File: src/hw/rtl/stok_pkg.sv
// ----------------------------------------------------------------------------
// stok_pkg
// Shared types, kind codes and character classes for the script tokenizer.
// ----------------------------------------------------------------------------
package stok_pkg;

  localparam int OffsetBits = 16;
  localparam int KeywordChars = 6;
  localparam int MaxTokens = 3;

  localparam logic [15:0] LenMax = 16'hFFFF;

  typedef enum logic [3:0] {
    M_IDLE, M_COMMENT, M_WORD, M_INT, M_DOT, M_FRAC, M_STR, M_OP, M_DOLLAR, M_DOLVAR
  } mode_t;

  localparam logic [5:0] K_EOF = 6'd0;
  localparam logic [5:0] K_IDENT = 6'd1;
  localparam logic [5:0] K_NUMBER = 6'd2;
  localparam logic [5:0] K_STRING = 6'd3;
  localparam logic [5:0] K_LPAREN = 6'd4;
  localparam logic [5:0] K_RPAREN = 6'd5;
  localparam logic [5:0] K_COLON = 6'd6;
  localparam logic [5:0] K_SEMI = 6'd7;
  localparam logic [5:0] K_COMMA = 6'd8;
  localparam logic [5:0] K_PRINT = 6'd9;
  localparam logic [5:0] K_CARET = 6'd10;
  localparam logic [5:0] K_PERCENT = 6'd11;
  localparam logic [5:0] K_ASSIGN = 6'd12;
  localparam logic [5:0] K_EQEQ = 6'd13;
  localparam logic [5:0] K_NE_OP = 6'd14;
  localparam logic [5:0] K_BANG = 6'd15;
  localparam logic [5:0] K_LE_OP = 6'd16;
  localparam logic [5:0] K_LT_OP = 6'd17;
  localparam logic [5:0] K_GE_OP = 6'd18;
  localparam logic [5:0] K_GT_OP = 6'd19;
  localparam logic [5:0] K_MINUSEQ = 6'd20;
  localparam logic [5:0] K_MINUS = 6'd21;
  localparam logic [5:0] K_PLUSEQ = 6'd22;
  localparam logic [5:0] K_PLUS = 6'd23;
  localparam logic [5:0] K_STAREQ = 6'd24;
  localparam logic [5:0] K_STAR = 6'd25;
  localparam logic [5:0] K_SLASHEQ = 6'd26;
  localparam logic [5:0] K_SLASH = 6'd27;
  localparam logic [5:0] K_ANDAND = 6'd28;
  localparam logic [5:0] K_AND = 6'd29;
  localparam logic [5:0] K_DOTDOT = 6'd30;
  localparam logic [5:0] K_DOT = 6'd31;
  localparam logic [5:0] K_PIPE2 = 6'd32;
  localparam logic [5:0] K_PIPE = 6'd33;
  localparam logic [5:0] K_REGISTER = 6'd34;
  localparam logic [5:0] K_DOLLAR = 6'd35;
  localparam logic [5:0] K_BREAK = 6'd36;
  localparam logic [5:0] K_DONE = 6'd37;
  localparam logic [5:0] K_ELSE = 6'd38;
  localparam logic [5:0] K_EQ = 6'd39;
  localparam logic [5:0] K_FOR = 6'd40;
  localparam logic [5:0] K_GTE = 6'd41;
  localparam logic [5:0] K_GT = 6'd42;
  localparam logic [5:0] K_IF = 6'd43;
  localparam logic [5:0] K_LTE = 6'd44;
  localparam logic [5:0] K_LT = 6'd45;
  localparam logic [5:0] K_NIL = 6'd46;
  localparam logic [5:0] K_NE = 6'd47;
  localparam logic [5:0] K_OF = 6'd48;
  localparam logic [5:0] K_RETURN = 6'd49;
  localparam logic [5:0] K_SUB = 6'd50;
  localparam logic [5:0] K_TIME = 6'd51;
  localparam logic [5:0] K_UNTIL = 6'd52;
  localparam logic [5:0] K_VAR = 6'd53;
  localparam logic [5:0] K_WHILE = 6'd54;
  localparam logic [5:0] K_BADCHAR = 6'd55;
  localparam logic [5:0] K_UNTERM = 6'd56;

  localparam logic [2:0] R_ARROW = 3'd0;
  localparam logic [2:0] R_PIPE = 3'd1;
  localparam logic [2:0] R_SPADE = 3'd2;
  localparam logic [2:0] R_HEART = 3'd3;
  localparam logic [2:0] R_CLUB = 3'd4;
  localparam logic [2:0] R_DIAMOND = 3'd5;

  typedef struct packed {
    logic [7:0] arrow;
    logic [7:0] pipe;
    logic [7:0] spade;
    logic [7:0] heart;
    logic [7:0] club;
    logic [7:0] diamond;
  } codes_t;

  typedef struct packed {
    logic [5:0]  kind;
    logic [15:0] start;
    logic [15:0] length;
    logic [7:0]  line;
  } token_t;

  function automatic logic is_alpha(input logic [7:0] c);
    return (c >= "A" && c <= "Z") || (c >= "a" && c <= "z");
  endfunction

  function automatic logic is_digit(input logic [7:0] c);
    return c >= "0" && c <= "9";
  endfunction

  function automatic logic is_space(input logic [7:0] c);
    return c == " " || (c >= 8'd9 && c <= 8'd13);
  endfunction

  function automatic logic is_wordc(input logic [7:0] c);
    return is_alpha(c) || is_digit(c) || c == "." || c == 8'd164;
  endfunction

  // keyword lookup over the stored prefix; word length decides the candidates
  function automatic logic [5:0] word_kind(input logic [KeywordChars*8-1:0] w,
                                          input logic [15:0] n);
    logic [47:0] s;
    logic [5:0]  k;
    s = w[47:0];
    k = K_IDENT;
    case (n)
      16'd2: begin
        case (s[15:0])
          {"q", "e"}: k = K_EQ;
          {"t", "g"}: k = K_GT;
          {"f", "i"}: k = K_IF;
          {"t", "l"}: k = K_LT;
          {"e", "n"}: k = K_NE;
          {"f", "o"}: k = K_OF;
          default: k = K_IDENT;
        endcase
      end
      16'd3: begin
        case (s[23:0])
          {"r", "o", "f"}: k = K_FOR;
          {"e", "t", "g"}: k = K_GTE;
          {"e", "t", "l"}: k = K_LTE;
          {"l", "i", "n"}: k = K_NIL;
          {"b", "u", "s"}: k = K_SUB;
          {"r", "a", "v"}: k = K_VAR;
          default: k = K_IDENT;
        endcase
      end
      16'd4: begin
        case (s[31:0])
          {"e", "n", "o", "d"}: k = K_DONE;
          {"e", "s", "l", "e"}: k = K_ELSE;
          {"e", "m", "i", "t"}: k = K_TIME;
          default: k = K_IDENT;
        endcase
      end
      16'd5: begin
        case (s[39:0])
          {"k", "a", "e", "r", "b"}: k = K_BREAK;
          {"t", "n", "i", "r", "p"}: k = K_PRINT;
          {"l", "i", "t", "n", "u"}: k = K_UNTIL;
          {"e", "l", "i", "h", "w"}: k = K_WHILE;
          default: k = K_IDENT;
        endcase
      end
      16'd6: begin
        if (s == {"n", "r", "u", "t", "e", "r"}) k = K_RETURN;
      end
      default: k = K_IDENT;
    endcase
    return k;
  endfunction

endpackage

File: src/hw/rtl/stok_regs.sv
// ----------------------------------------------------------------------------
// stok_regs
// Configuration register file with an APB-style write and read port.
// ----------------------------------------------------------------------------
module stok_regs (
  input  logic                 clk,
  input  logic                 rst,
  input  logic                 psel,
  input  logic                 penable,
  input  logic                 pwrite,
  input  logic [4:0]           paddr,
  input  logic [31:0]          pwdata,
  output logic [31:0]          prdata,
  output stok_pkg::codes_t     codes
);
  import stok_pkg::*;

  logic [2:0] idx;
  logic       wr;

  assign idx = paddr[4:2];
  assign wr = psel && penable && pwrite;

  always_ff @(posedge clk) begin
    if (rst) begin
      codes.arrow <= 8'd95;
      codes.pipe <= 8'd221;
      codes.spade <= 8'd193;
      codes.heart <= 8'd211;
      codes.club <= 8'd216;
      codes.diamond <= 8'd218;
    end else if (wr && paddr[1:0] == 2'd0) begin
      case (idx)
        R_ARROW: codes.arrow <= pwdata[7:0];
        R_PIPE: codes.pipe <= pwdata[7:0];
        R_SPADE: codes.spade <= pwdata[7:0];
        R_HEART: codes.heart <= pwdata[7:0];
        R_CLUB: codes.club <= pwdata[7:0];
        R_DIAMOND: codes.diamond <= pwdata[7:0];
        default: ;
      endcase
    end
  end

  always_comb begin
    case (idx)
      R_ARROW: prdata = {24'd0, codes.arrow};
      R_PIPE: prdata = {24'd0, codes.pipe};
      R_SPADE: prdata = {24'd0, codes.spade};
      R_HEART: prdata = {24'd0, codes.heart};
      R_CLUB: prdata = {24'd0, codes.club};
      R_DIAMOND: prdata = {24'd0, codes.diamond};
      default: prdata = 32'd0;
    endcase
  end

endmodule

File: src/hw/rtl/stok_outq.sv
// ----------------------------------------------------------------------------
// stok_outq
// Token queue: up to three tokens in a cycle, one word out a cycle if tready.
// ----------------------------------------------------------------------------
module stok_outq (
  input  logic               clk,
  input  logic               rst,
  input  logic               push,
  input  logic [1:0]         push_count,
  input  stok_pkg::token_t   push_tok [stok_pkg::MaxTokens],
  output logic               has_room,
  output logic               tvalid,
  input  logic               tready,
  output logic               tlast,
  output stok_pkg::token_t   tok
);
  import stok_pkg::*;

  // eight slots: room for one full burst while a second one drains
  token_t     q [8];
  logic       ql [8];
  logic [2:0] rd;
  logic [2:0] wp;
  logic [3:0] cnt;
  logic       pop;
  logic [3:0] cnt_next;

  assign pop = tvalid && tready;
  assign tvalid = cnt != 4'd0;
  assign tok = q[rd];
  assign tlast = ql[rd];
  assign has_room = cnt <= 4'd5;
  assign cnt_next = cnt + (push ? {2'd0, push_count} : 4'd0) - {3'd0, pop};

  always_ff @(posedge clk) begin
    if (rst) begin
      rd <= '0;
      wp <= '0;
      cnt <= '0;
    end else begin
      if (pop) rd <= rd + 3'd1;
      if (push) wp <= wp + {1'b0, push_count};
      cnt <= cnt_next;
    end
  end

  always_ff @(posedge clk) begin
    if (push) begin
      for (int i = 0; i < MaxTokens; i++) begin
        if (2'(i) < push_count) begin
          q[wp + 3'(i)] <= push_tok[i];
          ql[wp + 3'(i)] <= (2'(i) == push_count - 2'd1);
        end
      end
    end
  end

  a_no_overflow: assert property (@(posedge clk) disable iff (rst)
    push |-> cnt <= 4'd5) else $error("token queue overflow");
  a_last_present: assert property (@(posedge clk) disable iff (rst)
    (cnt == 4'd1 && tvalid) |-> tlast) else $error("lone word not last");
  a_count_step: assert property (@(posedge clk) disable iff (rst)
    !push && pop |=> cnt == $past(cnt) - 4'd1) else $error("bad drain");

endmodule

File: src/hw/rtl/stok_scan.sv
// ----------------------------------------------------------------------------
// stok_scan
// Scanner state and per-byte next-state and token logic.
// ----------------------------------------------------------------------------
module stok_scan (
  input  logic               clk,
  input  logic               rst,
  input  stok_pkg::codes_t   codes,
  input  logic               step,
  input  logic [7:0]         c,
  input  logic               eos,
  output logic [1:0]         n_tok,
  output stok_pkg::token_t   tok [stok_pkg::MaxTokens]
);
  import stok_pkg::*;

  mode_t       mode, mode_next;
  logic [15:0] tbeg, tbeg_next;
  logic [15:0] pos, pos_next;
  logic [15:0] tlen, tlen_next;
  logic [7:0]  line, line_next;
  logic [7:0]  pend, pend_next;
  logic [7:0]  qterm, qterm_next;
  logic [7:0]  wp [KeywordChars];
  logic        wp_we;
  logic [2:0]  wp_idx;
  logic [KeywordChars*8-1:0] wflat;

  always_comb begin
    for (int i = 0; i < KeywordChars; i++) wflat[i*8 +: 8] = wp[i];
  end

  function automatic logic [15:0] inc(input logic [15:0] v);
    return (v == LenMax) ? v : v + 16'd1;
  endfunction

  always_comb begin
    logic [15:0] p;
    logic [7:0]  sec;
    logic [5:0]  two, one;
    logic        do_fresh;
    logic [7:0]  fc;
    p = pos;
    mode_next = mode;
    tbeg_next = tbeg;
    pos_next = pos;
    tlen_next = tlen;
    line_next = line;
    pend_next = pend;
    qterm_next = qterm;
    wp_we = 1'b0;
    wp_idx = '0;
    n_tok = '0;
    do_fresh = 1'b0;
    fc = c;
    for (int i = 0; i < MaxTokens; i++) tok[i] = '{K_EOF, 16'd0, 16'd0, line};

    sec = "=";
    case (pend)
      "=": begin two = K_EQEQ; one = K_ASSIGN; end
      "!": begin two = K_NE_OP; one = K_BANG; end
      "<": begin two = K_LE_OP; one = K_LT_OP; end
      ">": begin two = K_GE_OP; one = K_GT_OP; end
      "-": begin two = K_MINUSEQ; one = K_MINUS; end
      "+": begin two = K_PLUSEQ; one = K_PLUS; end
      "*": begin two = K_STAREQ; one = K_STAR; end
      "/": begin two = K_SLASHEQ; one = K_SLASH; end
      "&": begin sec = "&"; two = K_ANDAND; one = K_AND; end
      ".": begin sec = "."; two = K_DOTDOT; one = K_DOT; end
      default: begin sec = codes.pipe; two = K_PIPE2; one = K_PIPE; end
    endcase

    if (eos) begin
      case (mode)
        M_WORD: begin tok[0] = '{word_kind(wflat, tlen), tbeg, tlen, line}; n_tok = 2'd1; end
        M_INT, M_FRAC: begin tok[0] = '{K_NUMBER, tbeg, tlen, line}; n_tok = 2'd1; end
        M_DOT: begin
          tok[0] = '{K_NUMBER, tbeg, tlen, line};
          tok[1] = '{K_DOT, pos - 16'd1, 16'd1, line};
          n_tok = 2'd2;
        end
        M_STR: begin tok[0] = '{K_UNTERM, 16'd0, 16'd0, line}; n_tok = 2'd1; end
        M_OP: begin tok[0] = '{one, tbeg, 16'd1, line}; n_tok = 2'd1; end
        M_DOLLAR: begin tok[0] = '{K_DOLLAR, tbeg, 16'd1, line}; n_tok = 2'd1; end
        M_DOLVAR: begin tok[0] = '{K_IDENT, tbeg, tlen, line}; n_tok = 2'd1; end
        default: ;
      endcase
      tok[n_tok] = '{K_EOF, p, 16'd0, line};
      n_tok = n_tok + 2'd1;
      mode_next = M_IDLE;
      pos_next = '0;
      tbeg_next = '0;
      line_next = 8'd1;
    end else begin
      pos_next = p + 16'd1;
      case (mode)
        M_COMMENT: if (c == 8'h0A) do_fresh = 1'b1;
        M_WORD: begin
          if (is_wordc(c)) begin
            if (tlen < 16'(KeywordChars)) begin wp_we = 1'b1; wp_idx = tlen[2:0]; end
            tlen_next = inc(tlen);
          end else if (tlen == 16'd1 && wp[0] == "q") begin
            qterm_next = c; tlen_next = inc(tlen); mode_next = M_STR;
          end else begin
            tok[0] = '{word_kind(wflat, tlen), tbeg, tlen, line}; n_tok = 2'd1;
            do_fresh = 1'b1;
          end
        end
        M_INT: begin
          if (is_digit(c)) tlen_next = inc(tlen);
          else if (c == ".") mode_next = M_DOT;
          else begin tok[0] = '{K_NUMBER, tbeg, tlen, line}; n_tok = 2'd1; do_fresh = 1'b1; end
        end
        M_DOT: begin
          if (is_digit(c)) begin
            tlen_next = inc(inc(tlen)); mode_next = M_FRAC;
          end else begin
            tok[0] = '{K_NUMBER, tbeg, tlen, line};
            n_tok = 2'd1;
            tbeg_next = p - 16'd1;
            tlen_next = 16'd1;
            pend_next = ".";
            if (c == ".") begin
              tok[1] = '{K_DOTDOT, p - 16'd1, 16'd2, line}; n_tok = 2'd2; mode_next = M_IDLE;
            end else begin
              tok[1] = '{K_DOT, p - 16'd1, 16'd1, line}; n_tok = 2'd2; do_fresh = 1'b1;
            end
          end
        end
        M_FRAC: begin
          if (is_digit(c)) tlen_next = inc(tlen);
          else begin tok[0] = '{K_NUMBER, tbeg, tlen, line}; n_tok = 2'd1; do_fresh = 1'b1; end
        end
        M_STR: begin
          tlen_next = inc(tlen);
          if (c == qterm) begin
            tok[0] = '{K_STRING, tbeg, inc(tlen), line}; n_tok = 2'd1; mode_next = M_IDLE;
          end else if (c == 8'h0A) line_next = line + 8'd1;
        end
        M_OP: begin
          if (c == sec) begin
            tok[0] = '{two, tbeg, 16'd2, line}; n_tok = 2'd1; mode_next = M_IDLE;
          end else begin
            tok[0] = '{one, tbeg, 16'd1, line}; n_tok = 2'd1; do_fresh = 1'b1;
          end
        end
        M_DOLLAR: begin
          if (is_alpha(c)) begin tlen_next = inc(tlen); mode_next = M_DOLVAR; end
          else begin tok[0] = '{K_DOLLAR, tbeg, 16'd1, line}; n_tok = 2'd1; do_fresh = 1'b1; end
        end
        M_DOLVAR: begin
          if (is_wordc(c)) tlen_next = inc(tlen);
          else begin tok[0] = '{K_IDENT, tbeg, tlen, line}; n_tok = 2'd1; do_fresh = 1'b1; end
        end
        default: do_fresh = 1'b1;
      endcase

      // start a new token on this byte
      if (do_fresh) begin
        mode_next = M_IDLE;
        if (!is_space(fc)) begin
          tbeg_next = p;
          tlen_next = 16'd1;
          if (fc == "#") mode_next = M_COMMENT;
          else if (is_alpha(fc)) begin wp_we = 1'b1; wp_idx = '0; mode_next = M_WORD; end
          else if (is_digit(fc)) mode_next = M_INT;
          else begin
            case (fc)
              "(": begin tok[n_tok] = '{K_LPAREN, p, 16'd1, line}; n_tok = n_tok + 2'd1; end
              ")": begin tok[n_tok] = '{K_RPAREN, p, 16'd1, line}; n_tok = n_tok + 2'd1; end
              ":": begin tok[n_tok] = '{K_COLON, p, 16'd1, line}; n_tok = n_tok + 2'd1; end
              ";": begin tok[n_tok] = '{K_SEMI, p, 16'd1, line}; n_tok = n_tok + 2'd1; end
              ",": begin tok[n_tok] = '{K_COMMA, p, 16'd1, line}; n_tok = n_tok + 2'd1; end
              "?": begin tok[n_tok] = '{K_PRINT, p, 16'd1, line}; n_tok = n_tok + 2'd1; end
              "^": begin tok[n_tok] = '{K_CARET, p, 16'd1, line}; n_tok = n_tok + 2'd1; end
              "%": begin tok[n_tok] = '{K_PERCENT, p, 16'd1, line}; n_tok = n_tok + 2'd1; end
              "\"", "'": begin qterm_next = fc; mode_next = M_STR; end
              "=", "!", "<", ">", "-", "+", "*", "/", "&", ".": begin
                pend_next = fc; mode_next = M_OP;
              end
              "$": mode_next = M_DOLLAR;
              default: begin
                if (fc == codes.arrow) begin
                  tok[n_tok] = '{K_ASSIGN, p, 16'd1, line}; n_tok = n_tok + 2'd1;
                end else if (fc == codes.pipe) begin
                  pend_next = fc; mode_next = M_OP;
                end else if (fc == codes.spade || fc == codes.heart ||
                             fc == codes.club || fc == codes.diamond) begin
                  tok[n_tok] = '{K_REGISTER, p, 16'd1, line}; n_tok = n_tok + 2'd1;
                end else begin
                  tok[n_tok] = '{K_BADCHAR, 16'd0, 16'd0, line}; n_tok = n_tok + 2'd1;
                end
              end
            endcase
          end
        end
      end
    end
  end

  always_ff @(posedge clk) begin
    if (rst) begin
      mode <= M_IDLE;
      tbeg <= '0;
      pos <= '0;
      tlen <= '0;
      line <= 8'd1;
      pend <= '0;
      qterm <= '0;
    end else if (step) begin
      mode <= mode_next;
      tbeg <= tbeg_next;
      pos <= pos_next;
      tlen <= tlen_next;
      line <= line_next;
      pend <= pend_next;
      qterm <= qterm_next;
    end
  end

  always_ff @(posedge clk) begin
    if (step && !eos && wp_we) wp[wp_idx] <= c;
  end

  a_eos_resets: assert property (@(posedge clk) disable iff (rst)
    step && eos |=> pos == 16'd0 && line == 8'd1) else $error("end mark did not restart");
  a_eos_emits: assert property (@(posedge clk) disable iff (rst)
    step && eos |-> n_tok != 2'd0) else $error("end mark without EOF word");
  a_pos_adv: assert property (@(posedge clk) disable iff (rst)
    step && !eos |=> pos == $past(pos) + 16'd1) else $error("position not advanced");

endmodule

File: src/hw/rtl/script_tokenizer.sv
// ----------------------------------------------------------------------------
// script_tokenizer
// Streaming tokenizer: one source byte per word in, token words out.
// ----------------------------------------------------------------------------
// Tokens of an accepted byte are registered in the token queue, then leave in order.
// Throughput: one byte per cycle while the token queue has room; a byte that yields
// n tokens gives n words, one at a time, from the queue's single-word output port.
// Reset: synchronous; clears scanner (line 1, offset 0) and queue; presets the codes.
module script_tokenizer (
  input  logic        clk,
  input  logic        rst,
  input  logic        psel,
  input  logic        penable,
  input  logic        pwrite,
  input  logic [4:0]  paddr,
  input  logic [31:0] pwdata,
  output logic [31:0] prdata,
  output logic        pready,
  input  logic        s_tvalid,
  output logic        s_tready,
  input  logic [7:0]  s_tdata,   // [7:0] source_byte
  input  logic        s_tlast,   // end_of_source
  output logic        m_tvalid,
  input  logic        m_tready,
  output logic [47:0] m_tdata,   // [5:0] token_kind, [21:6] token_start,
                                 // [37:22] token_length, [45:38] token_line, zero fill
  output logic        m_tlast    // last_of_run
);
  import stok_pkg::*;

  codes_t     codes;
  logic       step;
  logic [1:0] n_tok;
  token_t     toks [MaxTokens];
  token_t     otok;
  logic       room;

  assign pready = 1'b1;
  assign step = s_tvalid && s_tready;
  assign s_tready = room;
  assign m_tdata = {2'b00, otok.line, otok.length, otok.start, otok.kind};

  stok_regs u_regs (
    .clk, .rst, .psel, .penable, .pwrite, .paddr, .pwdata, .prdata, .codes
  );

  stok_scan u_scan (
    .clk, .rst, .codes, .step, .c(s_tdata), .eos(s_tlast), .n_tok, .tok(toks)
  );

  stok_outq u_outq (
    .clk, .rst, .push(step && n_tok != 2'd0), .push_count(n_tok), .push_tok(toks),
    .has_room(room), .tvalid(m_tvalid), .tready(m_tready), .tlast(m_tlast), .tok(otok)
  );

endmodule
File: config.mk
export PLATFORM = sky130hd
export DESIGN_NAME = script_tokenizer
export DESIGN_NICKNAME = d
export VERILOG_FILES = /design/src/hw/rtl/stok_pkg.sv /design/src/hw/rtl/stok_regs.sv /design/src/hw/rtl/stok_outq.sv /design/src/hw/rtl/stok_scan.sv /design/src/hw/rtl/script_tokenizer.sv
export SDC_FILE = /design/constraint.sdc
export NUM_CORES = 1
export LEC_CHECK = 0
export BUFFER_PORTS_ARGS = -buffer_cell sky130_fd_sc_hd__buf_2
export CAP_MARGIN = 25
export CORE_AREA = 2 2 295 297
export CTS_CLUSTER_DIAMETER = 80
export DETAILED_ROUTE_END_ITERATION = 10
export DIE_AREA = 0 0 297 299
export HOLD_SLACK_MARGIN = 0.1
export MAX_ROUTING_LAYER = met4
export SYNTH_ARGS = -nofsm -noshare
export SYNTH_HDL_FRONTEND = slang
export SYNTH_SLANG_ARGS = --single-unit
File: constraint.sdc
create_clock -name clk -period 14.64 [get_ports clk]
set_input_delay 0.732 -clock clk [delete_from_list [all_inputs] [get_ports clk]]
set_output_delay 0.732 -clock clk [all_outputs]
set_load 0.05 [all_outputs]
==> run metrics <==
status complete, no violations; clock share of power 34.9%; Post-CTS Setup Repair Bufs 0; design area 37430 um^2; Final min period 7.042 ns; clock skew 0.05241 ns; Site Rows 108; total gr overflow 0; synth warn 0; Worst-path clk slew 0.06 ns; Setup-failing EPs final 0; largest area contributor in the netlist edfxtp_1; crit-path max FO 47; MaxCap Viol Count 0; ANT nets after route 0; PwrDens 130.6 nW/um^2; Reg-to-Reg End u_outq.q[2][26]; TNS Setup 0 ns; Comb pwr share 26.1%; vias in the first global route 26131; final hold vios 0; worst reg-to-reg path cell count 15; PostCTS Resize Cnt 0; buffer levels on the longest clock path 3; HPWL Detailed 69.69 mm; # DRC 0; Slowest-stage cell, CP or4_2; count leader, synth nor2_1; Total GRT Usage 24.54%; Mapped Avg Cell Area 10.25 um^2; RR Startpoint u_scan.mode[2]; Synth Flop Type edfxtp_1; Root Driver clkbuf_16; leak pwr 14.09 nW; cells along the critical path nor2b_1 > nand2_1 > inv_1 > nand2_1 > buf_4 > inv_1 > o21ai_1 > a21oi_1 > o22ai_1 > o22a_1 > or4_2 > buf_4 > and2_1 > o31ai_4 > buf_4; detailed-router iteration count before antenna repair 7; RSZ-0062 raised after global routing no; maximum VDD drop 135.4 uV; Ports 137; Worst Setup End Kind flop; Hold WC Path Type flop to flop; P_int 3.241 mW; Initial Utilization 39.52%; worst skew pair latency 0.65 ns; crit path launch u_scan.mode[2]; slowest stage delay, CP 0.87 ns; worst hold slack 0.4751 ns; ratio of cells with drive above 1 in the final layout 15.30%; top post-synthesis cells by area edfxtp_1, dfxtp_1, mux4_2, mux2i_1, nor2_1; Num CTS Buffers 68; nets 3343; Power, Total 4.887 mW; most frequent cells after synthesis nor2_1, edfxtp_1, a21oi_1, mux2i_1, o21ai_0; total die area 88800 um^2; die height 299 um; first-pass GRT wire length 164.3 mm; reg2reg setup slack 7.60 ns; register share of total power 38.9%; Synth Cell Area 33960 um^2; post-synthesis cell count 3314; Seq/Total Area, Yosys 45.57%; clk sinks 561; Area growth syn-to-layout 10.21%; Critical Path Start Type flop; hold path depth 2; crit-path leading delay family buffers and inverters; Die Wd 297 um; vias per cell 6.107; worst path bufs/invs 5; Hold Crit Start u_outq.rd[1]; placed insts 4347; DR iter-0 viols 3213; core area 85940 um^2; Tcrit/Tclk final 48.10%; Worst EP arrival 7.30 ns; pin count of the biggest net entering global routing 87; Switching Share 33.67%; DR vias 27334; TritonCTS clock tree yes; routed length per instance 24.06 um; Sw Pwr 1.645 mW; number of synthesized flops with an enable pin 424; Fmax 142.0 MHz; port bufs 85; Post-DP Area 35130 um^2; gpl congestion 0.9670; initial antenna violation count 1; Top cell by count, worst path buf_4; fin cells 4476; flops & latches, synth 561; Routed WL 107.7 mm; Post-CTS Hold Fix Bufs 0; Netlist cell types 104; final max-slew violation count 0; Slew @ Worst Pin 1.090 ns; Crit Path Class flop to flop; Rel. slew slack 27.32%; asr flop ratio synth 0%; Yosys top cell area share 37.49%; H-tree depth 3; Critical Path RT 14.90 ns
stage by stage:
step / utilization [%] / setup slack [ns]
4_1_cts: 43.53 / 7.781
2_1_floorplan: - / 5.948
5_1_grt: 43.55 / 7.411
3_3_place_gp: 40.80 / 7.659
3_5_place_dp: 40.87 / 7.689
6_report: 43.55 / 7.598
area by class of cell:
class,instances,area (um^2)
Antenna cell,1,2.502
Fill cell,8183,48520
Timing Repair Buffer,158,992.2
Sequential cell,561,15480
Inverter,47,176.4
Multi-Input combinational cell,2428,17040
Clock buffer,91,1848
Tap cell,1155,1445
Clock inverter,35,435.4
placed cells by master, fill, tap and decap left out, types with 19 or more instances in the layout:
| master | n |
|---|---|
| nor4_1 | 29 |
| buf_4 | 69 |
| xnor2_1 | 79 |
| mux2i_1 | 179 |
| nand4_1 | 42 |
| nand2b_1 | 30 |
| and3_1 | 72 |
| a22o_1 | 19 |
| a211oi_1 | 19 |
| a211o_1 | 33 |
| or3_1 | 19 |
| a221oi_1 | 19 |
| nor2b_1 | 27 |
| inv_1 | 46 |
| a22oi_1 | 42 |
| dfxtp_1 | 134 |
| mux4_2 | 96 |
| o21ai_0 | 161 |
| nor3_1 | 53 |
| nor2_1 | 431 |
| o22ai_1 | 70 |
| mux2_2 | 70 |
| a31oi_1 | 26 |
| and2_1 | 26 |
| nand2_1 | 165 |
| o211ai_1 | 23 |
| conb_1 | 27 |
| nand3_1 | 76 |
| ha_1 | 24 |
| xor2_1 | 22 |
| a21oi_1 | 262 |
| edfxtp_1 | 424 |
| clkbuf_16 | 68 |
| buf_2 | 87 |
state kept, by name (all words and copies together), names as in the netlist, named ones only:
signal,count
u_outq.ql,8
u_scan.pos,16
u_outq.q,368
u_outq.rd,3
u_scan.wp,48
u_scan.tbeg,16
u_regs.codes,48
u_outq.wp,3
u_scan.tlen,16
u_scan.line,8
u_scan.mode,4
u_scan.qterm,8
u_outq.cnt,4
u_scan.pend,8
worst reg2reg max path: cells and delay by family (launching register included):
family	cells	cell delay, ns
DFF	1	0.72
and+or+nand+nor	5	2.41
buffers and inverters	5	2.39
AOI/OAI and AO/OA	5	1.10
power groups by stage:
stage | logic [mW] | clock network [mW] | registers, mW
3_3_place_gp | 1.27 | 0 | 1.93
4_1_cts | 1.28 | 1.74 | 1.90
6_report | 1.28 | 1.71 | 1.90
3_5_place_dp | 1.28 | 0 | 1.94
2_1_floorplan | 0.969 | 0 | 1.90
5_1_grt | 1.35 | 1.80 | 1.91
per-layer routing:
layer / vias to the layer above / global-route usage (%) / wire (um)
met3: 198 / 3.686 / 8178
met5: - / - / 0
li1: 12439 / - / -
met4: 0 / 7.720 / 3071
met2: 1221 / 38.66 / 50370
met1: 13476 / 32.67 / 46070
worst max path at each step:
stage	slack, ns	endpoint	cells past startpoint
6_report	7.60	u_outq.q[2][26]	15
5_1_grt	7.41	u_outq.q[2][21]	15
4_1_cts	7.78	u_outq.q[2][21]	15
3_5_place_dp	7.69	u_outq.q[5][19]	17
3_3_place_gp	7.66	u_outq.q[5][16]	17
2_1_floorplan	5.95	u_outq.q[0][0]	12
cells by family (layout without fill, tap and decap cells):
kind of cell	Yosys count	count (layout)	synth area share, %
and+or+nand+nor	1102	1102	16.39
AOI/OAI and AO/OA	827	827	15.61
DFF	561	561	45.57
buffers and inverters	350	331	4.841
muxes	345	345	13.96
xor gates and xnor gates	101	101	2.605
adders and majority gates	26	26	1.002
other	2	28	0.02211
(Power assumes the default switching activity.)
